`config.mk`:
```
export PLATFORM = sky130hd
export DESIGN_NAME = tdz_div_cell
export DESIGN_NICKNAME = d
export VERILOG_FILES = /design/src/design/tdz_div_cell.sv
export SDC_FILE = /design/constraint.sdc
export NUM_CORES = 1
export LEC_CHECK = 0
export BUFFER_PORTS_ARGS = -buffer_cell sky130_fd_sc_hd__buf_2
export CAP_MARGIN = 25
export CORE_MARGIN = 8
export CORE_UTILIZATION = 25
export DETAILED_ROUTE_END_ITERATION = 10
export PLACE_DENSITY = 0.54
export SETUP_SLACK_MARGIN = 0.1
export SLEW_MARGIN = 10
export SYNTH_ARGS = -nofsm -noshare
export SYNTH_HDL_FRONTEND = slang
export SYNTH_SLANG_ARGS = --single-unit
```
`constraint.sdc`:
```
create_clock -name clk -period 5 [get_ports clk]
set_clock_uncertainty 0.15 [all_clocks]
set_input_delay 0 -clock clk [delete_from_list [all_inputs] [get_ports clk]]
set_output_delay 0 -clock clk [all_outputs]
set_load 0.01 [all_outputs]
```
`src/design/tdz_div_cell.sv`:
```
// One restoring-division step: shift in a numerator bit, emit a quotient bit.
module tdz_div_cell #(
	parameter int DW = 17,
	parameter int NW = 16
) (
	input  logic          clk,
	input  logic [DW-1:0] rem_in,
	input  logic [DW-1:0] div_in,
	input  logic [NW-1:0] nq_in,
	output logic [DW-1:0] rem_out,
	output logic [DW-1:0] div_out,
	output logic [NW-1:0] nq_out
);

	logic [DW:0] trial;
	logic        ge;

	// Compare the shifted remainder against the divisor
	always_comb begin
		trial = {rem_in, nq_in[NW-1]};
		ge    = trial >= {1'b0, div_in};
	end

	// Advance remainder, divisor and numerator/quotient word
	always_ff @(posedge clk) begin
		rem_out <= ge ? DW'(trial - {1'b0, div_in}) : trial[DW-1:0];
		div_out <= div_in;
		nq_out  <= {nq_in[NW-2:0], ge};
	end

endmodule
```
Word-level counts from Yosys, hierarchy flattened
Index checks and enable logic that the tools add are counted.
{ "classes": {"magnitude_cmp": 1, "addsub": 1, "n_mux": 1} }
{ "ops": {"columns": ["operator", "n"], "rows": [
  [">= comparator 18 x 17 -> 1 bit", 1],
  ["two-way mux 17 bit", 1],
  ["subtractor 17 bit", 1]
]} }
{ "word_totals": {"output_inout_bits": 50, "word_cells": 6, "register_bits": 50} }

Longest topological paths before layout
{ "logic_depth": {"depth_word": 2, "depth_mapped": 12} }

Least setup slack after synthesis
OpenSTA, ideal clock, no wires.
{ "synth_timing": {"path_type": "input to register", "startpoint": "input port nq_in[15]", "endpoint": "register rem_out[10]", "cell_stages": 12, "arrival_time_ps": 1840, "t_required_ps": 4729, "setup_time_ps": 121, "path_slack_ps": 2889, "path_cell_list": "inv_1 -> ha_1 -> inv_1 -> fa_1 -> a21oi_1 -> or3_4 -> a21oi_4 -> o21bai_4 -> and2_4 -> buf_12 -> inv_12 -> mux2_4"} }
{ "synth_between": {"elab_chain_len": 2, "word_cells_on_any_way": 3, "cone_classes": "add/sub (1); order compare (1); mux (1)"} }
{ "synth_rtl": {"columns": ["item", "line_no", "rtl"], "rows": [
  ["start: declaration", "9", "input logic [NW-1:0] nq_in,"],
  [">= comparator 18 x 17 -> 1 bit", "21", "ge = trial >= {1'b0, div_in};"],
  ["net ge", "16", "logic ge;"],
  ["two-way mux 17 bit", "26", "rem_out <= ge ? DW'(trial - {1'b0, div_in}) : trial[DW-1:0];"],
  ["end signal: assignment", "26", null],
  ["end: declaration", "10", "output logic [DW-1:0] rem_out,"]
]} }
The timed path passes the listed nets, and every way through them passes these cells.

Worst setup path after layout
Same ends and word-level chain as after synthesis.

==> out/metrics.cfg <==
[setup_path]
critPathMaxStageDelay_ps=540
worstPathBufferInverterCount=5
crit_slowest_cell=dlygate4sd3_1
crit_path_cell_trace=dlygate4sd3_1, buf_2, inv_1, ha_1, inv_1, fa_1, a21oi_1, or3_4, a21oi_4, o21bai_4, and2_4, inv_12, mux2_4
cp.arrival_ps=2710
critPathRequiredTime_ps=5040
worstSetupPathType=in -> reg
cp-start-kind=input port
crit_fanout=10
end_kind=register
crit_top_cell=inv_1
critPathTopFamily=buffers and inverters
crit_cells=13

[floorplan]
fp-row-count=34
core_um2=8593
initial_core_util=0.2541
fp.dieW_um=109.5
ios=101
die_h_um=109.5
die_area_um2=11980

[clocking]
path_clk_slew_ps=90
cts_setup_buffers=0
htree_levels=2
clock-root-buffer=clkbuf_8
cts_tree=yes
clockBufferDepth=2
numCtsBuffers=5
cts.sinks=50

[global_route]
grtUsageTotal=0.1029
grt_pass1_vias=2162
grt_max_degree=17
grt_pass1_wl_um=9832
antenna_found_initial=0
grt-ovfl-total=0

[yosys]
synth_cell_types=45
synth_area_leader_cell=dfxtp_1
synth_ff_type=dfxtp_1
synthCells=202
synth-edff-count=0
yosys_warnings=0
seq_area_frac_synth=0.4585
netlist_area_um2=2183
yosys_register_bits=50
async_reset_ff_frac=0
synth_area_leaders=dfxtp_1 46%, ha_1 9.7%, mux2_4 6.9%
syn_area_per_cell_um2=10.81
synth_top_area_share=0.4585
synthesis.nets=271

[route]
routedWlPerCell_um=13.43
drcViolationCount=0
antenna_left=0
drtIter0Drc=50
num_vias=1992
routed_wl_um=6257
first_pass_iters=4
avgViaCountPerCell=4.275

[sta]
hold_violations=0
fin_hold_ws_ps=32.38
fin_crit_sh=0.5347
period_needed_ps=2673
drv_slew=0
setup_ws_ps=2327
rsz0062_at_grt=false
tightest_slew_ps=403.8
max_freq_mhz=374.1
max-slew-margin-rel=0.7291
setup_tns_ps=0
setup-violations-final=0

[pwr]
leakage_nw=1.655
powerDensity_nw_per_um2=299.8
ir_drop_v=0.0001233
finalPower_mw=1.020

[cells_and_area]
layout.nets=426
syn_to_final_growth_pct=55.82
seq_area_um2=1001
final_cells=466
final_area_um2=3402
post_route_cells_drive_above_1_share=0.3631
final_cell_mix=100 x buf_2, 50 x dfxtp_1, 49 x dlygate4sd3_1
multi_input_area_um2=1064
layout_commonest_cell=buf_2
antenna_cells=0
fillers=871
final_util=0.3959

[run]
drv_cap=0

[placement]
dp_slack_ps=2568
io_buffers=100
place_hpwl_um=4837
dp.cells=409
placed_cell_area_um2=2799
place.gp.congestion=0.7479

[run_status]
status=finished, final reports clean

[hold_path]
hold_depth=4
hp-class=in -> reg

==> final cells by class <==
type                            count  area share
Inverter                           23     0.02905
Multi-Input combinational cell    128      0.3126
Sequential cell                    50      0.2942
Clock inverter                      3     0.01287
Clock buffer                        5     0.02023
Timing Repair Buffer              149      0.2913
Tap cell                          108     0.03972
==> path summary, 6_finish.rpt <==
path                        from           to
worst min-delay path  rem_in[16]  rem_out[14]
worst max-delay path   nq_in[15]  rem_out[10]
==> report_power, final <==
part	internal (mW)	leakage (nW)	switching (mW)
Clock	0.150	0.0585	0.140
Sequential	0.441	0.422	0.00905
Combinational	0.145	1.18	0.135
Total	0.736	1.66	0.284
==> tightest hold or removal path, delay by kind of cell <==
| family | cells | cell delay, ps |
|---|---|---|
| AO/OA/AOI/OAI | 3 | 350 |
| buffers and inverters | 1 | 90 |
==> cells by family (layout without fill, tap and decap cells) <==
logic type                 count (synthesis)  count (layout)  synth area share
adders and majority gates                 18              18            0.1066
muxes                                     11              11           0.07335
AOI/OAI and AO/OA                         47              47            0.1616
xor gates and xnor gates                  11              11           0.04413
buffers and inverters                     24             180           0.05444
DFF                                       50              50            0.4585
and+or+nand+nor                           41              41            0.1014
==> state kept, by name, indices dropped and copies added, names as in the netlist <==
signal	flops
rem_out	17
div_out	17
nq_out	16
==> cell usage after synthesis (3+ instances only) <==
cell and instances:
o21ai_0 7, nand2b_1 3, inv_1 22, nor3_1 4
nor2_1 6, and2_1 3, nand3_1 7, dfxtp_1 50
xor2_1 3, mux2_4 10, o31ai_2 3, a21boi_0 3
nand2_1 9, a21o_1 3, xnor2_1 8, a21oi_1 13
ha_1 17
==> per-layer routing <==
layer / routed length, um / track usage
met1: 2634 / 0.1171
met2: 3083 / 0.1869
met3: 485 / 0.02755
met4: 53 / 0.02314
met5: 0 / 0
==> repair_timing <==
action / 4_1_cts / 5_1_grt
gates resized for setup: 0 / 0
hold buffers: 49 / 0
endpoints found under the hold margin: 49 / 0
(Power assumes the default switching activity.)
