### config.mk
export PLATFORM = sky130hd
export DESIGN_NAME = tdz_sqrt_cell
export DESIGN_NICKNAME = d
export VERILOG_FILES = /design/src/design/tdz_pkg.sv /design/src/design/tdz_sqrt_cell.sv
export SDC_FILE = /design/constraint.sdc
export NUM_CORES = 1
export LEC_CHECK = 0
export BUFFER_PORTS_ARGS = -buffer_cell sky130_fd_sc_hd__buf_2
export CELL_PAD_IN_SITES_DETAIL_PLACEMENT = 0
export CELL_PAD_IN_SITES_GLOBAL_PLACEMENT = 2
export CORE_MARGIN = 5
export CORE_UTILIZATION = 28
export DETAILED_ROUTE_END_ITERATION = 7
export HOLD_SLACK_MARGIN = 0.15
export PLACE_DENSITY_LB_ADDON = 0.1
export SLEW_MARGIN = 20
export SYNTH_ARGS = -nofsm -noshare
export SYNTH_HDL_FRONTEND = slang
export SYNTH_SLANG_ARGS = --single-unit
### constraint.sdc
create_clock -name clk -period 2.6 [get_ports clk]
set_clock_uncertainty 0.05 [all_clocks]
set_input_delay 0.13 -clock clk [delete_from_list [all_inputs] [get_ports clk]]
set_output_delay 0.13 -clock clk [all_outputs]
set_load 0.1 [all_outputs]
### src/design/tdz_pkg.sv
// Shared types and constants for the thumbstick dead-zone unit.
package tdz_pkg;

	// Zone mode codes; the unused code behaves as no dead zone
	localparam logic [1:0] ZONE_INDEP = 2'd0;
	localparam logic [1:0] ZONE_CIRC  = 2'd1;
	localparam logic [1:0] ZONE_NONE  = 2'd2;

	// Configuration register indexes
	localparam logic [1:0] CFG_ZONE_MODE  = 2'd0;
	localparam logic [1:0] CFG_DEAD_ZONE  = 2'd1;
	localparam logic [1:0] CFG_FULL_SCALE = 2'd2;

	// Register reset values
	localparam logic [14:0] DEAD_ZONE_RST  = 15'd7864;
	localparam logic [14:0] FULL_SCALE_RST = 15'd32767;

	// Datapath widths: squared length, axis magnitude, divider remainder
	localparam int SQ_W   = 32;
	localparam int MAG_W  = 17;
	localparam int DIV_W  = 17;
	localparam int ROOT_STEPS = 16;

	// Square root partial state handed from cell to cell
	typedef struct packed {
		logic [SQ_W-1:0] rem;
		logic [SQ_W-1:0] root;
	} sqrt_t;

	// Per-sample sideband carried along the chain
	typedef struct packed {
		logic [MAG_W-1:0] ax;
		logic [MAG_W-1:0] ay;
		logic             sx;
		logic             sy;
		logic             circ;
		logic             use_dz;
	} side_t;

endpackage

### src/design/tdz_sqrt_cell.sv
// One digit-pair step of the integer square root chain.
module tdz_sqrt_cell
	import tdz_pkg::*;
#(
	parameter int BIT_POS = 30
) (
	input  logic  clk,
	input  sqrt_t din,
	output sqrt_t dout
);

	localparam logic [SQ_W-1:0] STEP_BIT = SQ_W'(1) << BIT_POS;

	logic [SQ_W-1:0] trial;
	sqrt_t           nxt;

	// Try the next root bit, keep it when the remainder covers it
	always_comb begin
		trial = din.root + STEP_BIT;
		if (din.rem >= trial) begin
			nxt.rem  = din.rem - trial;
			nxt.root = (din.root >> 1) + STEP_BIT;
		end else begin
			nxt.rem  = din.rem;
			nxt.root = din.root >> 1;
		end
	end

	always_ff @(posedge clk) begin
		dout <= nxt;
	end

endmodule

=== Yosys cells after proc, flatten, opt, wreduce, memory -nomap -nowiden ===
Cells that the tools add are included.

* Add/subtract/negate cells: 3
* Magnitude comparators: 1
* Mux-type cells: 1

{| class="wikitable"
|+ Operators with widths
! operator !! number
|-
| 64-bit 2-to-1 mux || 1
|-
| 31-bit by 31-bit adder with 32-bit output, second input constant || 1
|-
| 32-bit by 31-bit adder with 32-bit output, second input constant || 1
|-
| 32-bit >= comparator || 1
|-
| 32-bit subtractor || 1
|}

* Register bits after elaboration: 64
* Input bits: 65
* Output and inout bits: 64

=== Logic depth before layout (Yosys ltp) ===
Gate-level depths: netlist of the first run.

* Depth after elaboration: 3
* Depth in mapped cells: 13

=== Least setup slack after synthesis of the first run ===
OpenSTA, ideal clock, no wires.

* Path type: input to register
* Start point: input din[32] (netlist bit)
* End point: register dout[61] (netlist bit)
* Setup time: 0.062 ns
* Data arrival time: 2.298 ns
* Slack: 0.190 ns
* Stages: 11
* Path buffers: 0
* Cells stage by stage: inv_1 > ha_1 > fa_1 > nor2b_1 > o31a_1 > o221ai_1 > a21boi_2 > o211ai_4 > and2_4 > or4_1 > nand3_1

{| class="wikitable"
|+ RTL lines
! what !! RTL line !! text
|-
| from (decl) || tdz_sqrt_cell.sv:8 || <nowiki>input sqrt_t din,</nowiki>
|-
| to (signal assigned) || tdz_sqrt_cell.sv:30 || <nowiki>dout <= nxt;</nowiki>
|-
| to (decl) || tdz_sqrt_cell.sv:9 || <nowiki>output sqrt_t dout</nowiki>
|}

==> summary.txt, run 1 <==
STA
  • Final setup TNS: 0 ns
  • Final Setup Violations: 0
  • Slew @ Worst Pin: around 0.5 ns
  • Worst hold slack: 0.210 ns
  • Hold Vio Cnt, Final: 0
  • Final min period: roughly 2.5 ns
  • Slew margin rel.: approximately 66%
  • Fmax: 402 MHz
  • Final Max Slew Viols: 0
  • Final period util: approximately 96%

Global route
  • Largest net degree at the start of global routing: 18
  • Initial antenna violation count: 0
  • Total grt overflow: 0
  • Global-route wire length before repair: a little over 20 mm
  • GRT Util Overall: between 10% and 20%
  • Number of global-route vias before repair: 4042

Worst hold path
  • HP Class: in -> reg

Logic synthesis
  • Syn avg cell area: ~8.4 µm²
  • Yosys warning total: 0
  • Yosys cell types: slightly below 60
  • Async SR Flop Fraction: 0%
  • Sequential share of the synthesized area: approximately 35%
  • Area contributors post-synth: dfxtp_1 (35%), ha_1 (11%), a21oi_1 (5.4%)
  • Top cell type's share of synthesized area: between 30% and 40%
  • Synth Net Count: 540
  • Yosys top cell by area: dfxtp_1
  • EDFF count, synth: 0
  • Top-count cell post-synth: dfxtp_1
  • Mapped Area: about 0.0037 mm²
  • #FFs+latches synth: 64
  • Commonest cells post-synth: dfxtp_1 (64), nor2_1 (43), inv_1 (41)
  • Post-Synthesis Cells: between 400 and 500
  • Primary FF master, synth: dfxtp_1

Worst setup path
  • Slowest-stage cell, CP: dlygate4sd3_1
  • CP endpoint kind: register
  • CP peak stage delay: about 0.53 ns
  • Worst Path Max Fanout: 5
  • Setup crit start kind: primary input
  • Critical Path RT: 2.83 ns
  • Critical Path AT: ~2.7 ns
  • Crit Path Category: in -> reg
  • Crit-path cells: dlygate4sd3_1 > buf_2 > ha_2 > a21oi_1 > o21ai_0 > nor2_1 > and3_1 > a21oi_2 > a2111oi_1 > buf_4 > or4_1 > nand3_1

Place
  • Placed inst area: a little under 0.005 mm²
  • Placer Congestion: slightly above 0.8
  • DP HPWL: ~9.5 mm
  • Port Buf Inserts: ~130

Clock tree
  • Clk sink count: 64
  • CTS tree: yes
  • Total CTS buffers: 9
  • Clock transition at path regs: around 0.06 ns
  • Clk root buf: clkbuf_16
  • CTS Buffer Depth: 2
  • Htree depth: 3

Cells and area
  • Fin util: between 40 and 50%
  • Final Cell Area: between 0.005 and 0.006 mm²
  • Biggest regs: dout (64)
  • Final nets: 781
  • Layout overhead on the synthesized area: 57.2%
  • Max FFs per register: between 60 and 70
  • N_diodes: 0
  • Biggest register: dout
  • Share of layout cells above drive strength 1: a little under a third

Routing
  • Met2 WL: roughly 5.5 mm
  • Drt pass-1 iters: 4
  • DR WL/cell: approximately 14 µm
  • Via-to-Cell Ratio: around 4.6
  • DRC: 0
  • Drt total wl: approximately 12 mm
  • Vias: 3999
  • DRT met1 WL: about 5.6 mm
  • WL met3: about 730 µm
  • Max Used Layer: met4
  • ANT nets after route: 0
  • Iter 0 DRT Violations: ~170

Power and ir drop
  • IR drop worst, VDD: 369 µV
  • Pwr Density: between 700 and 800 mW/mm²
  • Design Power: between 4000 and 5000 µW
  • Cell leakage power: 0.00289 µW

Die
  • Die Area: approximately 0.016 mm²
  • I/O pin count: between 100 and 150
  • Site row count: 42
  • Die height: 125 µm
  • Initial Util: about 28%
  • Die Span X: about 130 µm
  • Core ar.: between 0.01 and 0.015 mm²

Run
  • MaxCap Viol Count: 0

Run status
  • Outcome: finished, final reports clean
[cells in the final DEF (no fill, tap or decap), drive strengths merged, types with 20 or more instances in the layout]
cell and n:
ha 32, o21ai 20, inv 42, dlygate4sd3 64
a21oi 44, nor2 43, dfxtp 64, buf 180
nand2 39
[path summary, 6_finish.rpt]
| check | startpoint | to | slack, ns | cells after the start |
|---|---|---|---|---|
| setup / recovery | din[50] | dout[61]$_DFF_P_ | 0.11 | 12 |
| hold / removal | din[1] | dout[33]$_DFF_P_ | 0.21 | 4 |
[cell families (layout without fill, tap and decap cells)]
kind of cell / count (synthesis) / count (layout) / synth area share, %
adders and majority gates: 33 / 33 / 11.3
muxes: 1 / 1 / 0.303
and+or+nand+nor: 135 / 135 / 17.5
xor gates and xnor gates: 23 / 23 / 5.43
AOI/OAI and AO/OA: 131 / 131 / 24.0
DFF: 64 / 64 / 34.5
buffers and inverters: 55 / 301 / 6.94
[cell type report]
class                   count  area (µm²)
fillers                  1401        7300
multi-input cells         323        2190
repair buffers            244        1680
flip-flops and latches     64        1280
clock buffers               9         225
well taps                 176         220
inverters                  41         154
clock inverters             7        95.1
[repair_timing]
item | 4_1_cts | 5_1_grt
endpoints found under the hold margin | 64 | 1
hold buffers | 62 | 2
setup endpoints to repair | 0 | 22
gates resized for setup | 0 | 9
buffers inserted | 0 | 2
[power by group]
part	total [µW]	internal, µW	switching [µW]
logic	2010	534	1480
registers	1140	1110	28.7
clock network	1310	840	467
total	4460	2490	1980
[routing by layer]
metal | vias to the layer above | GRT usage (%)
li1 | 2043 | -
met1 | 1823 | 20.5
met2 | 116 | 25.6
met3 | 17 | 4.61
met4 | 0 | 5.48
met5 | - | 0
[per-stage QoR]
| stage | std cells | setup WS, ns |
|---|---|---|
| 3_5_place_dp | 782 | -0.120 |
| 3_3_place_gp | 782 | -0.0538 |
| 2_1_floorplan | 442 | 0.190 |
| 4_1_cts | 860 | 0.0162 |
| 6_report | 864 | 0.113 |
| 5_1_grt | 864 | -0.0135 |
[worst max-delay path: cells and delay by family]
kind	cells	cell delay (ns)
AO/OA/AOI/OAI	4	0.54
adder cells (fa/ha/maj)	1	0.36
buffers and inverters	3	0.81
AND/OR/NAND/NOR	4	0.88
Note: power is estimated with default switching activity, not from simulation.
==> inputs of run 2 (changes only) <==
Settings changed: CORE_UTILIZATION 28 to 31.
Clock period 2.6 ns to 3 ns, I/O delays scaled along.
==> summary.txt, run 2 (synthesis results as in run 1) <==
Worst setup path
  • WP buf/inv: 4 (+1)
  • Crit-path cells: dlygate4sd3_1 > buf_2 > inv_1 > ha_2 > a21o_1 > a221o_1 > a21o_1 > nand3b_4 > o211ai_4 > buf_4 > a21boi_0 > mux2_2 > a311oi_1
  • CP endpoint kind: register
  • Critical Path AT: 3.05 ns (+0.33 ns)
  • Worst path top cell family by delay: compound AO/OA/AOI/OAI gates
  • Setup crit start kind: primary input
  • Slowest-stage cell, CP: dlygate4sd3_1
  • Most frequent CP cell: a21o_1
  • Critical Path RT: 3.21 ns (+0.38 ns)
  • CP peak stage delay: 0.53 ns (about the same)
  • Worst Setup SP: din[13]
  • Crit Path Category: in -> reg
  • Worst Path Max Fanout: 7 (+2)

Cells and area
  • Share of layout cells above drive strength 1: 28.7% (-2.5 points)
  • Biggest register: dout
  • N_diodes: 0 (unchanged)
  • Biggest regs: dout (64)
  • Final Cell Area: 0.00560 mm² (-4.1%)
  • Final nets: 747 (-4.4%)
  • Most common cell after layout, fill and taps aside: buf_2
  • Fin util: 47.2% (+2.8 points)
  • Commonest cells after routing, fill and taps aside: buf_2 (128), dfxtp_1 (64), dlygate4sd3_1 (64), nor2_1 (43), inv_1 (41)
  • Layout overhead on the synthesized area: 50.8%
  • Max FFs per register: 64 (unchanged)

STA
  • Final setup TNS: 0 ns (unchanged)
  • Slew margin rel.: 65.7% (-0.17 points)
  • Hold Vio Cnt, Final: 0 (unchanged)
  • Final Setup Violations: 0 (unchanged)
  • Final Max Slew Viols: 0 (unchanged)
  • Slew @ Worst Pin: 0.510 ns (-0.00529 ns)
  • Fmax: between 300 and 400 MHz
  • Final period util: between 90% and 100%
  • Unrepaired setup endpoints after global routing: no
  • Final min period: 2.85 ns

Power and ir drop
  • Pwr Density: 676 mW/mm² (-12%)
  • Cell leakage power: 0.00272 µW (-5.7%)
  • IR drop worst, VDD: 235 µV (-36%)

Clock tree
  • Clk root buf: clkbuf_16
  • Total CTS buffers: 9 (unchanged)
  • CTS Buffer Depth: 2 (unchanged)
  • Htree depth: 3 (unchanged)
  • CTS tree: yes
  • Clk sink count: 64 (unchanged)
  • Clock transition at path regs: 0.06 ns (about the same)

Global route
  • Largest net degree at the start of global routing: 29 (+11)
  • Total grt overflow: 0 (unchanged)
  • Global-route wire length before repair: 18.7 mm (-8.0%)
  • Initial antenna violation count: 0 (unchanged)
  • Number of global-route vias before repair: 3875 (-4.1%)
  • GRT Util Overall: 16.4% (+0.46 points)

Die
  • I/O pin count: 129 (unchanged)
  • Core ar.: 0.0119 mm² (-9.7%)
  • Site row count: 40 (-4.8%)
  • Initial Util: 31.3% (+3.0 points)
  • Die height: 119 µm (-4.6%)
  • Die Span X: 119 µm (-4.6%)
  • Die Area: 0.0143 mm² (-8.9%)

Routing
  • ANT nets after route: 0 (unchanged)
  • Drt pass-1 iters: 6 (+2)
  • DRC: 0 (unchanged)
  • Vias: 3854 (-3.6%)
  • Drt total wl: 11.6 mm (-4.2%)
  • DR WL/cell: 14.5 µm (+3.3%)
  • Via-to-Cell Ratio: 4.81 (+4.0%)
  • Iter 0 DRT Violations: 148 (-12%)

Place
  • Placer Congestion: 0.831 (+0.17%)
  • Placed inst area: 0.00452 mm² (-6.7%)
  • DP HPWL: 8.70 mm (-8.5%)
  • Port Buf Inserts: 128 (unchanged)

Run
  • MaxCap Viol Count: 0 (unchanged)

Run status
  • Outcome: finished, final reports clean

Worst hold path
  • HP Class: in -> reg
  • Min-delay src: din[32]
-- run 2: cell type report --
| class | count | area (µm²) |
|---|---|---|
| timing repair buffer | 210 | 1430 |
| inverter | 41 | 154 |
| fill | 1189 | 6260 |
| multi-input combinational | 323 | 2240 |
| sequential | 64 | 1280 |
| tap | 147 | 184 |
| clock buffer | 11 | 253 |
| clock inverter | 5 | 55.1 |
-- run 2: timing repair --
action,in CTS,in global routing
setup buffers,0,8
hold buffers,64,0
hold endpoints to repair,64,0
resized for setup,0,15
setup endpoints to repair,0,28
-- run 2: worst min-delay path, cell delays in order --
cell	delay, ns
buf_2	0.11
inv_1	0.05
ha_1	0.13
a21oi_1	0.06
-- run 2: worst paths after layout --
kind                               end  slack, ns  cells past startpoint
worst max-delay path  dout[56]$_DFF_P_       0.15                     13
worst min-delay path  dout[32]$_DFF_P_       0.16                      4
-- run 2: metal layers --
layer	part of all wire, %	global-route usage (%)	wire length, µm	up-vias
li1	-	-	-	1967
met5	0	0	0	-
met4	1.9	6.01	222	0
met2	48	27.7	5540	109
met1	44	20.1	5140	1759
met3	6.1	4.04	707	19
-- run 2: metrics by stage --
stage | setup slack (ns) | hold WS [ns] | total power (µW) | cells
global placement | 0.0725 | 0.217 | 2620 | 713
CTS | 0.00144 | 0.153 | 3780 | 793
detailed placement | 0.109 | 0.218 | 2620 | 713
finish | 0.153 | 0.158 | 3780 | 801
global route | 0.0138 | 0.172 | 3970 | 801
floorplan | 0.570 | 0.128 | 2320 | 442
-- run 2: power by group --
| group | internal, µW | total (µW) | switching [µW] |
|---|---|---|---|
| clock | 685 | 1090 | 401 |
| sequential | 965 | 990 | 25.3 |
| combinational | 435 | 1710 | 1270 |
